<file path="config.mk">
export PLATFORM = sky130hd
export DESIGN_NAME = systematic_resampler
export DESIGN_NICKNAME = d
export VERILOG_FILES = /design/src/srs_pkg.sv /design/src/systematic_resampler.sv /design/src/srs_front.sv /design/src/srs_cmd_queue.sv /design/src/srs_back.sv
export SDC_FILE = /design/constraint.sdc
export NUM_CORES = 2
export LEC_CHECK = 0
export BUFFER_PORTS_ARGS = -buffer_cell sky130_fd_sc_hd__buf_2
export CAP_MARGIN = 5
export CELL_PAD_IN_SITES_DETAIL_PLACEMENT = 1
export CELL_PAD_IN_SITES_GLOBAL_PLACEMENT = 2
export CORE_ASPECT_RATIO = 1.25
export CORE_UTILIZATION = 50
export CTS_CLUSTER_DIAMETER = 80
export DETAILED_ROUTE_END_ITERATION = 10
export GPL_TIMING_DRIVEN = 0
export HOLD_SLACK_MARGIN = 0.08
export PLACE_DENSITY = 0.82
export SYNTH_ARGS = -nofsm -noshare
export SYNTH_HDL_FRONTEND = slang
export SYNTH_SLANG_ARGS = --single-unit
</file>
<file path="constraint.sdc">
create_clock -name clk -period 16.5 [get_ports clk]
set_input_delay 0.825 -clock clk [delete_from_list [all_inputs] [get_ports clk]]
set_output_delay 0.825 -clock clk [all_outputs]
set_load 0.05 [all_outputs]
</file>
<file path="src/srs_pkg.sv">
// Shared types and constants for the systematic resampler.
`timescale 1ns / 1ps
package srs_pkg;

	// default sizing handed to the top level
	localparam int MAX_PARTICLES_DEF = 64;
	localparam int WEIGHT_BITS_DEF   = 16;

	// particle_count after reset
	localparam logic [6:0] COUNT_RESET = 7'd64;

	// request kinds
	localparam logic KIND_LOAD  = 1'b0;
	localparam logic KIND_START = 1'b1;

	// one input request
	typedef struct packed {
		logic        kind;
		logic [15:0] weight;
		logic [15:0] offset;
	} in_req_t;

	// one resampled slot
	typedef struct packed {
		logic [5:0] index;
		logic       last;
		logic       zero_sum;
	} out_res_t;

	// back-end sequencer states
	typedef enum logic [1:0] {
		BK_IDLE,
		BK_SEED,
		BK_WALK
	} back_state_t;

endpackage

</file>
<file path="src/systematic_resampler.sv">
// Top level of the systematic resampler: front end, run queue, back end.
// A load request writes its scaled weight into memory; a start request passes through
// the run queue, the seed and walk states and the result register. A run of n indices
// moves the cursor at most n - 1 times in the single compare-and-add walk of the back
// end, which stalls on a full result register. New requests wait until a run ends.
// Reset: asynchronous, active low; clears counts, sum and queues; count resets to 64.
`timescale 1ns / 1ps
module systematic_resampler #(
	parameter int MAX_PARTICLES = srs_pkg::MAX_PARTICLES_DEF,
	parameter int WEIGHT_BITS   = srs_pkg::WEIGHT_BITS_DEF
) (
	input  logic              clk,
	input  logic              arst_n,
	input  logic              push,
	output logic              full,
	input  srs_pkg::in_req_t  item,
	output logic              empty,
	input  logic              pop,
	output srs_pkg::out_res_t result,
	input  logic              cfg_we,
	input  logic [6:0]        cfg_wdata
);
	import srs_pkg::*;

	localparam int IDX_W = $clog2(MAX_PARTICLES);
	localparam int CNT_W = $clog2(MAX_PARTICLES + 1);
	localparam int CMD_W = 16 + WEIGHT_BITS + IDX_W + 2 * CNT_W;
	localparam int NW_W  = WEIGHT_BITS + CNT_W;

	logic             q_push;
	logic [CMD_W-1:0] q_wdata;
	logic             q_pop;
	logic             q_empty;
	logic [CMD_W-1:0] q_rdata;
	logic             back_busy;
	logic             mem_we;
	logic [IDX_W-1:0] mem_addr;
	logic [NW_W-1:0]  mem_wdata;

	srs_front #(
		.MAX_PARTICLES(MAX_PARTICLES),
		.WEIGHT_BITS  (WEIGHT_BITS)
	) u_front (
		.clk      (clk),
		.arst_n   (arst_n),
		.push     (push),
		.full     (full),
		.item     (item),
		.cfg_we   (cfg_we),
		.cfg_wdata(cfg_wdata),
		.q_empty  (q_empty),
		.back_busy(back_busy),
		.q_push   (q_push),
		.q_data   (q_wdata),
		.mem_we   (mem_we),
		.mem_addr (mem_addr),
		.mem_wdata(mem_wdata)
	);

	srs_cmd_queue #(
		.W(CMD_W)
	) u_queue (
		.clk   (clk),
		.arst_n(arst_n),
		.push  (q_push),
		.wdata (q_wdata),
		.pop   (q_pop),
		.empty (q_empty),
		.rdata (q_rdata)
	);

	srs_back #(
		.MAX_PARTICLES(MAX_PARTICLES),
		.WEIGHT_BITS  (WEIGHT_BITS)
	) u_back (
		.clk      (clk),
		.arst_n   (arst_n),
		.cmd_valid(!q_empty),
		.cmd_data (q_rdata),
		.cmd_pop  (q_pop),
		.mem_we   (mem_we),
		.mem_addr (mem_addr),
		.mem_wdata(mem_wdata),
		.busy     (back_busy),
		.pop      (pop),
		.empty    (empty),
		.result   (result)
	);

endmodule

</file>
<file path="src/srs_front.sv">
// Front end: takes requests, stores scaled weights, queues resampling runs.
`timescale 1ns / 1ps
module srs_front #(
	parameter int MAX_PARTICLES = 64,
	parameter int WEIGHT_BITS   = 16
) (
	input  logic                                               clk,
	input  logic                                               arst_n,
	input  logic                                               push,
	output logic                                               full,
	input  srs_pkg::in_req_t                                   item,
	input  logic                                               cfg_we,
	input  logic [6:0]                                         cfg_wdata,
	input  logic                                               q_empty,
	input  logic                                               back_busy,
	output logic                                               q_push,
	output logic [16+WEIGHT_BITS+$clog2(MAX_PARTICLES)+2*$clog2(MAX_PARTICLES+1)-1:0] q_data,
	output logic                                               mem_we,
	output logic [$clog2(MAX_PARTICLES)-1:0]                   mem_addr,
	output logic [WEIGHT_BITS+$clog2(MAX_PARTICLES+1)-1:0]     mem_wdata
);
	import srs_pkg::*;

	localparam int IDX_W = $clog2(MAX_PARTICLES);
	localparam int CNT_W = $clog2(MAX_PARTICLES + 1);
	localparam int SUM_W = WEIGHT_BITS + IDX_W;
	localparam int NW_W  = WEIGHT_BITS + CNT_W;

	logic [6:0]             pc_q;
	logic [CNT_W-1:0]       load_q;
	logic [SUM_W-1:0]       total_q;
	logic [CNT_W-1:0]       n;
	logic [WEIGHT_BITS-1:0] w;
	logic                   accept;
	logic                   do_load;

	// active particle count: saturate high, zero acts as one
	always_comb begin
		if (pc_q > 7'(MAX_PARTICLES)) begin
			n = CNT_W'(MAX_PARTICLES);
		end else if (pc_q == 7'd0) begin
			n = CNT_W'(1);
		end else begin
			n = pc_q[CNT_W-1:0];
		end
	end

	// hold off while a run is queued or still being worked off
	assign full    = !q_empty || back_busy;
	assign accept  = push && !full;
	assign w       = WEIGHT_BITS'(item.weight);
	assign do_load = accept && (item.kind == KIND_LOAD) && (load_q < n);

	// weights are stored pre-multiplied by n, so the back end only adds
	assign mem_we    = do_load;
	assign mem_addr  = load_q[IDX_W-1:0];
	assign mem_wdata = NW_W'(n) * NW_W'(w);

	// start request: snapshot of offset, sum, loaded count and n
	assign q_push = accept && (item.kind == KIND_START);
	assign q_data = {item.offset, total_q, load_q, n};

	// count register, load count and running sum
	always_ff @(posedge clk or negedge arst_n) begin
		if (!arst_n) begin
			pc_q    <= COUNT_RESET;
			load_q  <= '0;
			total_q <= '0;
		end else if (cfg_we) begin
			pc_q    <= cfg_wdata;
			load_q  <= '0;
			total_q <= '0;
		end else if (q_push) begin
			load_q  <= '0;
			total_q <= '0;
		end else if (do_load) begin
			load_q  <= load_q + CNT_W'(1);
			total_q <= total_q + SUM_W'(w);
		end
	end

endmodule

</file>
<file path="src/srs_cmd_queue.sv">
// Two-entry queue of resampling runs between front and back end.
`timescale 1ns / 1ps
module srs_cmd_queue #(
	parameter int W = 8
) (
	input  logic         clk,
	input  logic         arst_n,
	input  logic         push,
	input  logic [W-1:0] wdata,
	input  logic         pop,
	output logic         empty,
	output logic [W-1:0] rdata
);
	import srs_pkg::*;

	logic [W-1:0] slot_q [2];
	logic         wr_ptr_q;
	logic         rd_ptr_q;
	logic [1:0]   count_q;
	logic         do_push;
	logic         do_pop;

	assign empty   = (count_q == 2'd0);
	assign rdata   = slot_q[rd_ptr_q];
	assign do_push = push && (count_q != 2'd2);
	assign do_pop  = pop && !empty;

	// entry storage
	always_ff @(posedge clk) begin
		if (do_push) begin
			slot_q[wr_ptr_q] <= wdata;
		end
	end

	// pointers and fill count
	always_ff @(posedge clk or negedge arst_n) begin
		if (!arst_n) begin
			wr_ptr_q <= 1'b0;
			rd_ptr_q <= 1'b0;
			count_q  <= 2'd0;
		end else begin
			if (do_push) wr_ptr_q <= !wr_ptr_q;
			if (do_pop)  rd_ptr_q <= !rd_ptr_q;
			case ({do_push, do_pop})
				2'b10:   count_q <= count_q + 2'd1;
				2'b01:   count_q <= count_q - 2'd1;
				default: count_q <= count_q;
			endcase
		end
	end

endmodule

</file>
<file path="src/srs_back.sv">
// Back end: weight memory and the cursor/point walk that emits indices.
`timescale 1ns / 1ps
module srs_back #(
	parameter int MAX_PARTICLES = 64,
	parameter int WEIGHT_BITS   = 16
) (
	input  logic                                               clk,
	input  logic                                               arst_n,
	input  logic                                               cmd_valid,
	input  logic [16+WEIGHT_BITS+$clog2(MAX_PARTICLES)+2*$clog2(MAX_PARTICLES+1)-1:0] cmd_data,
	output logic                                               cmd_pop,
	input  logic                                               mem_we,
	input  logic [$clog2(MAX_PARTICLES)-1:0]                   mem_addr,
	input  logic [WEIGHT_BITS+$clog2(MAX_PARTICLES+1)-1:0]     mem_wdata,
	output logic                                               busy,
	input  logic                                               pop,
	output logic                                               empty,
	output srs_pkg::out_res_t                                  result
);
	import srs_pkg::*;

	localparam int IDX_W  = $clog2(MAX_PARTICLES);
	localparam int CNT_W  = $clog2(MAX_PARTICLES + 1);
	localparam int SUM_W  = WEIGHT_BITS + IDX_W;
	localparam int NW_W   = WEIGHT_BITS + CNT_W;
	localparam int PROD_W = SUM_W + 16 + CNT_W;
	localparam int MUL_W  = SUM_W + 16;

	// weight memory, entries hold n * weight
	logic [NW_W-1:0]   mem [MAX_PARTICLES];
	logic [NW_W-1:0]   rd_q;
	logic [IDX_W-1:0]  rd_addr;

	// run registers
	back_state_t       state_q, state_d;
	logic [15:0]       offset_q;
	logic [SUM_W-1:0]  sum_q;
	logic [CNT_W-1:0]  loaded_q;
	logic [CNT_W-1:0]  n_q;
	logic              zero_q;
	logic [IDX_W-1:0]  cursor_q;
	logic [CNT_W-1:0]  j_q;
	logic [PROD_W-1:0] point_q;
	logic [PROD_W-1:0] rhs_q;

	// result register
	out_res_t          out_q;
	logic              out_v_q;

	// decoded command
	logic [15:0]       cmd_offset;
	logic [SUM_W-1:0]  cmd_sum;
	logic [CNT_W-1:0]  cmd_loaded;
	logic [CNT_W-1:0]  cmd_n;

	// control
	logic              take;
	logic              seed;
	logic              adv;
	logic              emit;
	logic              is_last;
	logic              slot_free;
	logic [NW_W-1:0]   seed_w;
	logic [NW_W-1:0]   next_w;
	logic [MUL_W-1:0]  start_prod;

	assign {cmd_offset, cmd_sum, cmd_loaded, cmd_n} = cmd_data;

	assign busy      = (state_q != BK_IDLE);
	assign slot_free = !out_v_q || pop;
	assign is_last   = ((j_q + CNT_W'(1)) == n_q);
	assign empty     = !out_v_q;
	assign result    = out_q;
	assign cmd_pop   = take;

	// entries at or above the loaded count read as zero
	assign seed_w = (loaded_q != '0) ? rd_q : '0;
	assign next_w = ((CNT_W'(cursor_q) + CNT_W'(1)) < loaded_q) ? rd_q : '0;

	assign start_prod = MUL_W'(offset_q) * MUL_W'(sum_q);

	// memory: one write port from the front end, one registered read
	always_ff @(posedge clk) begin
		if (mem_we) begin
			mem[mem_addr] <= mem_wdata;
		end
		rd_q <= mem[rd_addr];
	end

	// sequencer: next state and step controls
	always_comb begin
		state_d = state_q;
		take    = 1'b0;
		seed    = 1'b0;
		adv     = 1'b0;
		emit    = 1'b0;
		rd_addr = cursor_q + IDX_W'(1);
		case (state_q)
			BK_IDLE: begin
				rd_addr = '0;
				if (cmd_valid) begin
					take    = 1'b1;
					state_d = BK_SEED;
				end
			end
			BK_SEED: begin
				rd_addr = IDX_W'(1);
				seed    = 1'b1;
				state_d = BK_WALK;
			end
			BK_WALK: begin
				// advance the cursor while the point lies past the cumulative weight
				adv = !zero_q && ((CNT_W'(cursor_q) + CNT_W'(1)) < n_q) && (point_q > rhs_q);
				if (adv) begin
					rd_addr = cursor_q + IDX_W'(2);
				end else if (slot_free) begin
					emit = 1'b1;
					if (is_last) begin
						state_d = BK_IDLE;
					end
				end
			end
			default: begin
				state_d = BK_IDLE;
			end
		endcase
	end

	always_ff @(posedge clk or negedge arst_n) begin
		if (!arst_n) begin
			state_q <= BK_IDLE;
		end else begin
			state_q <= state_d;
		end
	end

	// run datapath
	always_ff @(posedge clk) begin
		if (take) begin
			offset_q <= cmd_offset;
			sum_q    <= cmd_sum;
			loaded_q <= cmd_loaded;
			n_q      <= cmd_n;
			zero_q   <= (cmd_sum == '0);
			cursor_q <= '0;
			j_q      <= '0;
		end
		if (seed) begin
			point_q <= PROD_W'(start_prod);
			rhs_q   <= PROD_W'(seed_w) << 16;
		end
		if (adv) begin
			cursor_q <= cursor_q + IDX_W'(1);
			rhs_q    <= rhs_q + (PROD_W'(next_w) << 16);
		end
		if (emit) begin
			j_q     <= j_q + CNT_W'(1);
			point_q <= point_q + (PROD_W'(sum_q) << 16);
		end
	end

	// result register payload
	always_ff @(posedge clk) begin
		if (emit) begin
			out_q.index    <= zero_q ? 6'(j_q[IDX_W-1:0]) : 6'(cursor_q);
			out_q.last     <= is_last;
			out_q.zero_sum <= zero_q;
		end
	end

	// result valid flag
	always_ff @(posedge clk or negedge arst_n) begin
		if (!arst_n) begin
			out_v_q <= 1'b0;
		end else if (emit) begin
			out_v_q <= 1'b1;
		end else if (pop) begin
			out_v_q <= 1'b0;
		end
	end

endmodule
</file>
# --- After elaboration in Yosys (flattened, before gate mapping) ---
# Memory sizes are Yosys's and may differ from the RTL's. A register that Yosys moved wholly into a read port is not among the register bits.
# Cells that the tools add are included.
totals:
  in_bits: 45
  memories: 2
  elab_cells: 120
  output_inout_bits: 10
  regBits: 207
  ram_bits: 1576
mem_list:
  columns: ["memory", "words", "width", "rd", "rd_ports_with_merged_regs", "wr", "line", "rtl"]
  rows:
  - ["u_back.mem", 64, 23, 1, 1, 1, "srs_back.sv:30", "logic [NW_W-1:0] mem [MAX_PARTICLES];"]
  - ["u_queue.slot_q", 2, 52, 1, 0, 1, "srs_cmd_queue.sv:16", "logic [W-1:0] slot_q [2];"]
classes:
  bitwise: 1
  n_eq_ne: 10
  reduce_logical: 30
  n_mul: 2
  mux: 40
  n_addsub: 10
  order_cmp: 5
op_table:
  columns: ["operator", "n"]
  rows:
  - ["$mux 45", 4]
  - ["$mux 22", 3]
  - ["$mux 7", 7]
  - ["$mux 23", 2]
  - ["$add 45x38->45", 1]
  - ["$add 45x39->45", 1]
  - ["$gt 45x45->1", 1]
  - ["$mul 16x22->38", 1]
  - ["$mux 6", 4]
  - ["$mul 7x16->23", 1]
  - ["$add 22x16->22", 1]
  - ["$logic_not 22->1", 1]
  - ["$lt 7x7->1", 3]
  - ["$pmux 6 s3", 1]
  - ["$add 7x1->7 const B", 2]
  - ["$reduce_bool 2->1", 7]
  - ["$mux 1", 13]
  - ["$logic_and 1x1->1", 8]
  - ["$mux 2", 4]
  - ["$add 6x1->7 const B", 1]
  - ["$eq 7x7->1", 1]
  - ["$gt 7x7->1 const B", 1]
  - ["$logic_not 7->1", 1]
  - ["$reduce_bool 7->1", 1]
  - ["16 further kinds", 28]

# --- Longest topological paths before layout ---
logic_depth:
  word_depth: 10
  ltp_mapped: 26
  ltp_nobuf: 25

# --- By module ---
# From an unflattened synthesis, not the netlist that was laid out.
unflattened:
  hier_cells: 6937
  hier_area_um2: 89194.3
modules_own_cells:
  columns: ["mod", "area_per_inst_um2", "seq_area_each_um2", "instances", "cells_per_inst"]
  rows:
  - ["srs_back", 78944.5, 49182.2, 1, 6073]
  - ["srs_front", 6089.6, 902.1, 1, 683]
  - ["srs_cmd_queue", 4156.5, 3223.1, 1, 180]
  - ["systematic_resampler", 3.8, 0.0, 1, 1]

# --- Worst setup path before layout ---
# OpenSTA, ideal clock, no wires.
synth_path:
  path_type: "register -> register"
  from: "reg u_front.pc_q[6]"
  to: "mem u_back.mem[0][22] (netlist name) (data pin)"
  setup_ps: 567
  required_time_ps: 15933
  slack_ps: 9282
  synth_period_minus_slack_ps: 7218
  t_arrival_ps: 6651
  path_stages_with_launch: 20
  path_buffers: 2
  path_cell_list: "dfstp_2 -> clkbuf_1 -> buf_1 -> nand2_1 -> fa_1 -> fa_1 -> fa_1 -> inv_1 -> fa_1 -> ha_1 -> inv_1 -> o21bai_1 -> a21oi_1 -> o21a_1 -> o211ai_1 -> nand3_1 -> and3_1 -> o41ai_1 -> a21oi_1 -> xnor2_1"
synth_via:
  elab_chain_len: 4
  elab_cells_between_ends: 5
  cone_classes: "mul (1); order compare (1); mux (2); reduce/logical (1)"
synth_rtl:
  columns: ["element", "line", "rtl"]
  rows:
  - ["start: declaration", "srs_front.sv:29", "logic [6:0] pc_q;"]
  - ["start signal: assignment", "srs_front.sv:70", "pc_q <= cfg_wdata;"]
  - ["branches (longest 2 deep; another with $gt 7x7->1)", null, null]
  - ["$mux 7 (*)", "srs_front.sv:39", "if (pc_q > 7'(MAX_PARTICLES)) begin"]
  - ["$mul 7x16->23 (*)", "srs_front.sv:57", "assign mem_wdata = NW_W'(n) * NW_W'(w);"]
  - ["via mem_wdata[22]", "systematic_resampler.sv:38", "logic [NW_W-1:0] mem_wdata;"]
  - ["end: declaration", "srs_back.sv:30", null]
# Mark *: on every way through the listed nets, which the timed path passes.

# --- Final worst setup path ---
layout_path:
  from: "reg u_back.sum_q[14]"
  to: "reg u_back.point_q[35] (data pin)"
layout_via:
  elab_chain_len: 3
  elab_cells_between_ends: 4
  cone_classes: "add/sub (1); mul (1); mux (2)"
layout_rtl:
  columns: ["element", "line", "rtl"]
  rows:
  - ["start: declaration", "srs_back.sv:37", "logic [SUM_W-1:0] sum_q;"]
  - ["start signal: assignment", "srs_back.sv:141", "sum_q <= cmd_sum;"]
  - ["$mul 16x22->38", "srs_back.sv:80", "assign start_prod = MUL_W'(offset_q) * MUL_W'(sum_q);"]
  - ["$mux 45", "srs_back.sv:148", "if (seed) begin"]
  - ["$mux 45 (*)", "srs_back.sv:156", "if (emit) begin"]
  - ["end signal: assignment", "srs_back.sv:149", "point_q <= PROD_W'(start_prod);"]
  - ["end signal: assignment", "srs_back.sv:158", "point_q <= point_q + (PROD_W'(sum_q) << 16);"]
  - ["end: declaration", "srs_back.sv:43", "logic [PROD_W-1:0] point_q;"]
# Mark *: on every way between the ends. The rest lies on a longest branch, timed or not. The select of a mux whose other input is x is not followed.
# A chain may end at the register's enable or synchronous reset.

==> impl_metrics.yaml <==
run_status:
  status: "finished, final reports clean"
worst_setup_path:
  crit_path_frequent_cell: "fa_1"
  arrival_ps: 9100
  worstReg2RegStart: "u_back.sum_q[14]$_DFFE_PP_"
  cp_slowest_cell: "edfxtp_1"
  crit_path_max_fanout: 10
  setup.worst_path.class: "reg2reg"
  path_cells: "clkbuf_1, nand2_1, fa_1, inv_1, fa_1, inv_1, fa_1, inv_1, fa_1, fa_1, inv_1, fa_1, inv_1, ha_1, and3_1, nor3b_1, a311o_1, a31oi_1, o221ai_1, o31ai_1, a2bb2oi_1, nor2_1, a32o_1"
  slowest_delay_ps: 920
  critPathRequiredTime_ps: 17070
  end_kind: "register"
  crit_end: "u_back.point_q[35]$_DFFE_PP_"
  setup.reg_to_reg.worst_slack_ps: 7970
  startpoint_type: "register"
  r2r-end: "u_back.point_q[35]$_DFFE_PP_"
  reg2reg_depth: 23
  startpoint: "u_back.sum_q[14]$_DFFE_PP_"
floorplan:
  start_util: 0.506
  die_x_um: 378
  fp.coreArea_mm2: 0.174
  fp.dieH_um: 472
  rows: 171
  die_area_mm2: 0.178
  num_io_pins: 55
yosys:
  synth_top_area_frac: 0.587
  synth_async_sr_flop_share: 0.0240
  synth_warnings: 0
  yosysMostFrequentCell: "edfxtp_1"
  ys_seq_area_frac: 0.605
  synth_fp_nets: 6979
  synth_cells: 6320
  netlist_top_cells_area: "edfxtp_1 59%, fa_1 7.9%, mux2i_1 4.0%"
  synth_common_cells: "1724 x edfxtp_1, 766 x nand2_1, 479 x inv_1"
  synth_flop_cell: "edfxtp_1"
  syn_area_per_cell_um2: 14.0
  synth_seq_cells: 1790
  synth_largest_area_cell: "edfxtp_1"
  synth_cell_types: 91
  syn_area_mm2: 0.0882
  synth_edf_count: 1724
clocking:
  clkTransAtPathRegs_ps: 60
  cts_htree_levels: 4
  clockBufferDepth: 3
  hold_buffers: 0
  clock-sinks: 1790
  cts-root-buf: "clkbuf_16"
  numCtsBuffers: 181
  clk_latency_ps: 860
  tritoncts: "built"
  post-cts-setup-buffer-count: 0
  cts_resized: 0
run:
  drv_cap: 0
placed_design:
  place.gp.congestion: 0.988
  numPortBuffers: 53
  dp_hpwl_um: 202000
timing:
  rsz0062_at_grt: "false"
  relSlewSlack: 0.0209
  finalCritPeriodShare: 0.517
  max_freq_ghz: 0.117
  slew_viol_final: 0
  hold_viol: 0
  finalSetupTns_ps: 0
  clock_skew_ps: 52.8
  setup_viol: 0
  period_needed_ps: 8530
  tightest_slew_ps: 1470
routing:
  via_per_inst: 6.00
  dr.pass1.iters: 8
  wl_per_cell_um: 29.9
  drc: 0
  drt_iter0_drc: 4805
  ant_nets: 0
  route.vias.total: 54956
  wirelength_um: 274000
global_route:
  grt_use_total: 0.310
  grt_pass1_wl_um: 399000
  grt_max_degree: 44
  grt_pass1_vias: 58589
  overflow: 0
  antenna_found_initial: 21
final_layout:
  area_growth_syn_to_layout_pct: 12.9
  layout-drive-gt1-share: 0.130
  nNetsFinal: 7324
hold_path:
  min_path_type: "in2reg"
-- registers in the layout, summed over array words and instances (netlist names), 2 cells and up --
name             count
u_back.mem        1472
u_queue.slot_q     104
u_back.point_q      45
u_back.rhs_q        29
u_back.rd_q         23
u_back.sum_q        22
u_front.total_q     22
u_back.offset_q     16
u_back.result        8
u_back.j_q           7
u_back.loaded_q      7
u_back.n_q           7
u_front.load_q       7
u_front.pc_q         7
u_back.cursor_q      6
u_back.state_q       2
u_queue.count_q      2
-- worst min path at each step --
stage | depth (start not counted) | start | endpoint
2_1_floorplan | 0 | u_back.zero_q$_DFFE_PP_ | u_back.result[0]$_DFFE_PP_
3_3_place_gp | 0 | u_back.zero_q$_DFFE_PP_ | u_back.result[0]$_DFFE_PP_
3_5_place_dp | 0 | u_back.zero_q$_DFFE_PP_ | u_back.result[0]$_DFFE_PP_
4_1_cts | 1 | item[15] | u_queue.slot_q[0][51]$_DFFE_PP_
5_1_grt | 1 | item[15] | u_queue.slot_q[0][51]$_DFFE_PP_
6_report | 1 | item[15] | u_queue.slot_q[0][51]$_DFFE_PP_
-- metrics by stage --
step           setup slack (ps)  area [µm²]  hold slack, ps  std cells  utilization
6_report                   7970       99500             171       9157        0.571
5_1_grt                    7580       99500             144       9151        0.571
4_1_cts                    7910       99500             109       9148        0.570
3_5_place_dp               7980       93600             446       8815        0.537
3_3_place_gp               5540       91400             439       8708        0.524
2_1_floorplan              9280       88200             424       6320            -
-- worst max-delay path, delay by kind of cell, from the launching register on --
kind	cells	cell delay, ps
compound gates	6	2390
simple gates	4	530
flops	1	920
fa+ha+maj	7	3500
buf+inv	6	870
-- logic make-up after synthesis --
group                      share of synthesized area
adders and majority gates                      0.117
muxes                                         0.0827
AOI/OAI and AO/OA                             0.0584
DFF                                            0.605
and+or+nand+nor                               0.0883
xor gates and xnor gates                      0.0134
buffers and inverters                         0.0359
-- cell usage in the layout (no fill, tap or decap), types with 177 or more instances in the layout --
cell and instances:
nand3_1 177, clkbuf_16 183, and2_1 213, mux2i_1 349, edfxtp_1 1724, inv_1 478
fa_1 349, ha_1 262, clkbuf_1 230, nand2_1 766
-- layout make-up --
cell class / instances / area, µm²
sequential: 1790 / 53300
antenna: 7 / 17.5
clock inverter: 107 / 1080
inverter: 479 / 1800
fill: 16729 / 74900
timing repair buffer: 162 / 1990
buffer: 312 / 1370
clock buffer: 226 / 4800
tap: 2335 / 2920
multi-input combinational: 3739 / 32200
-- per-layer routing --
metal / share of wire / GRT usage
met1: 0.37 / 0.375
met2: 0.50 / 0.527
met3: 0.059 / 0.0476
met4: 0.063 / 0.180
met5: 0.00044 / 0
Power is left out: the tool's default activity adds up to more than one toggle a clock period on the data nets, which glitch-free logic cannot reach.
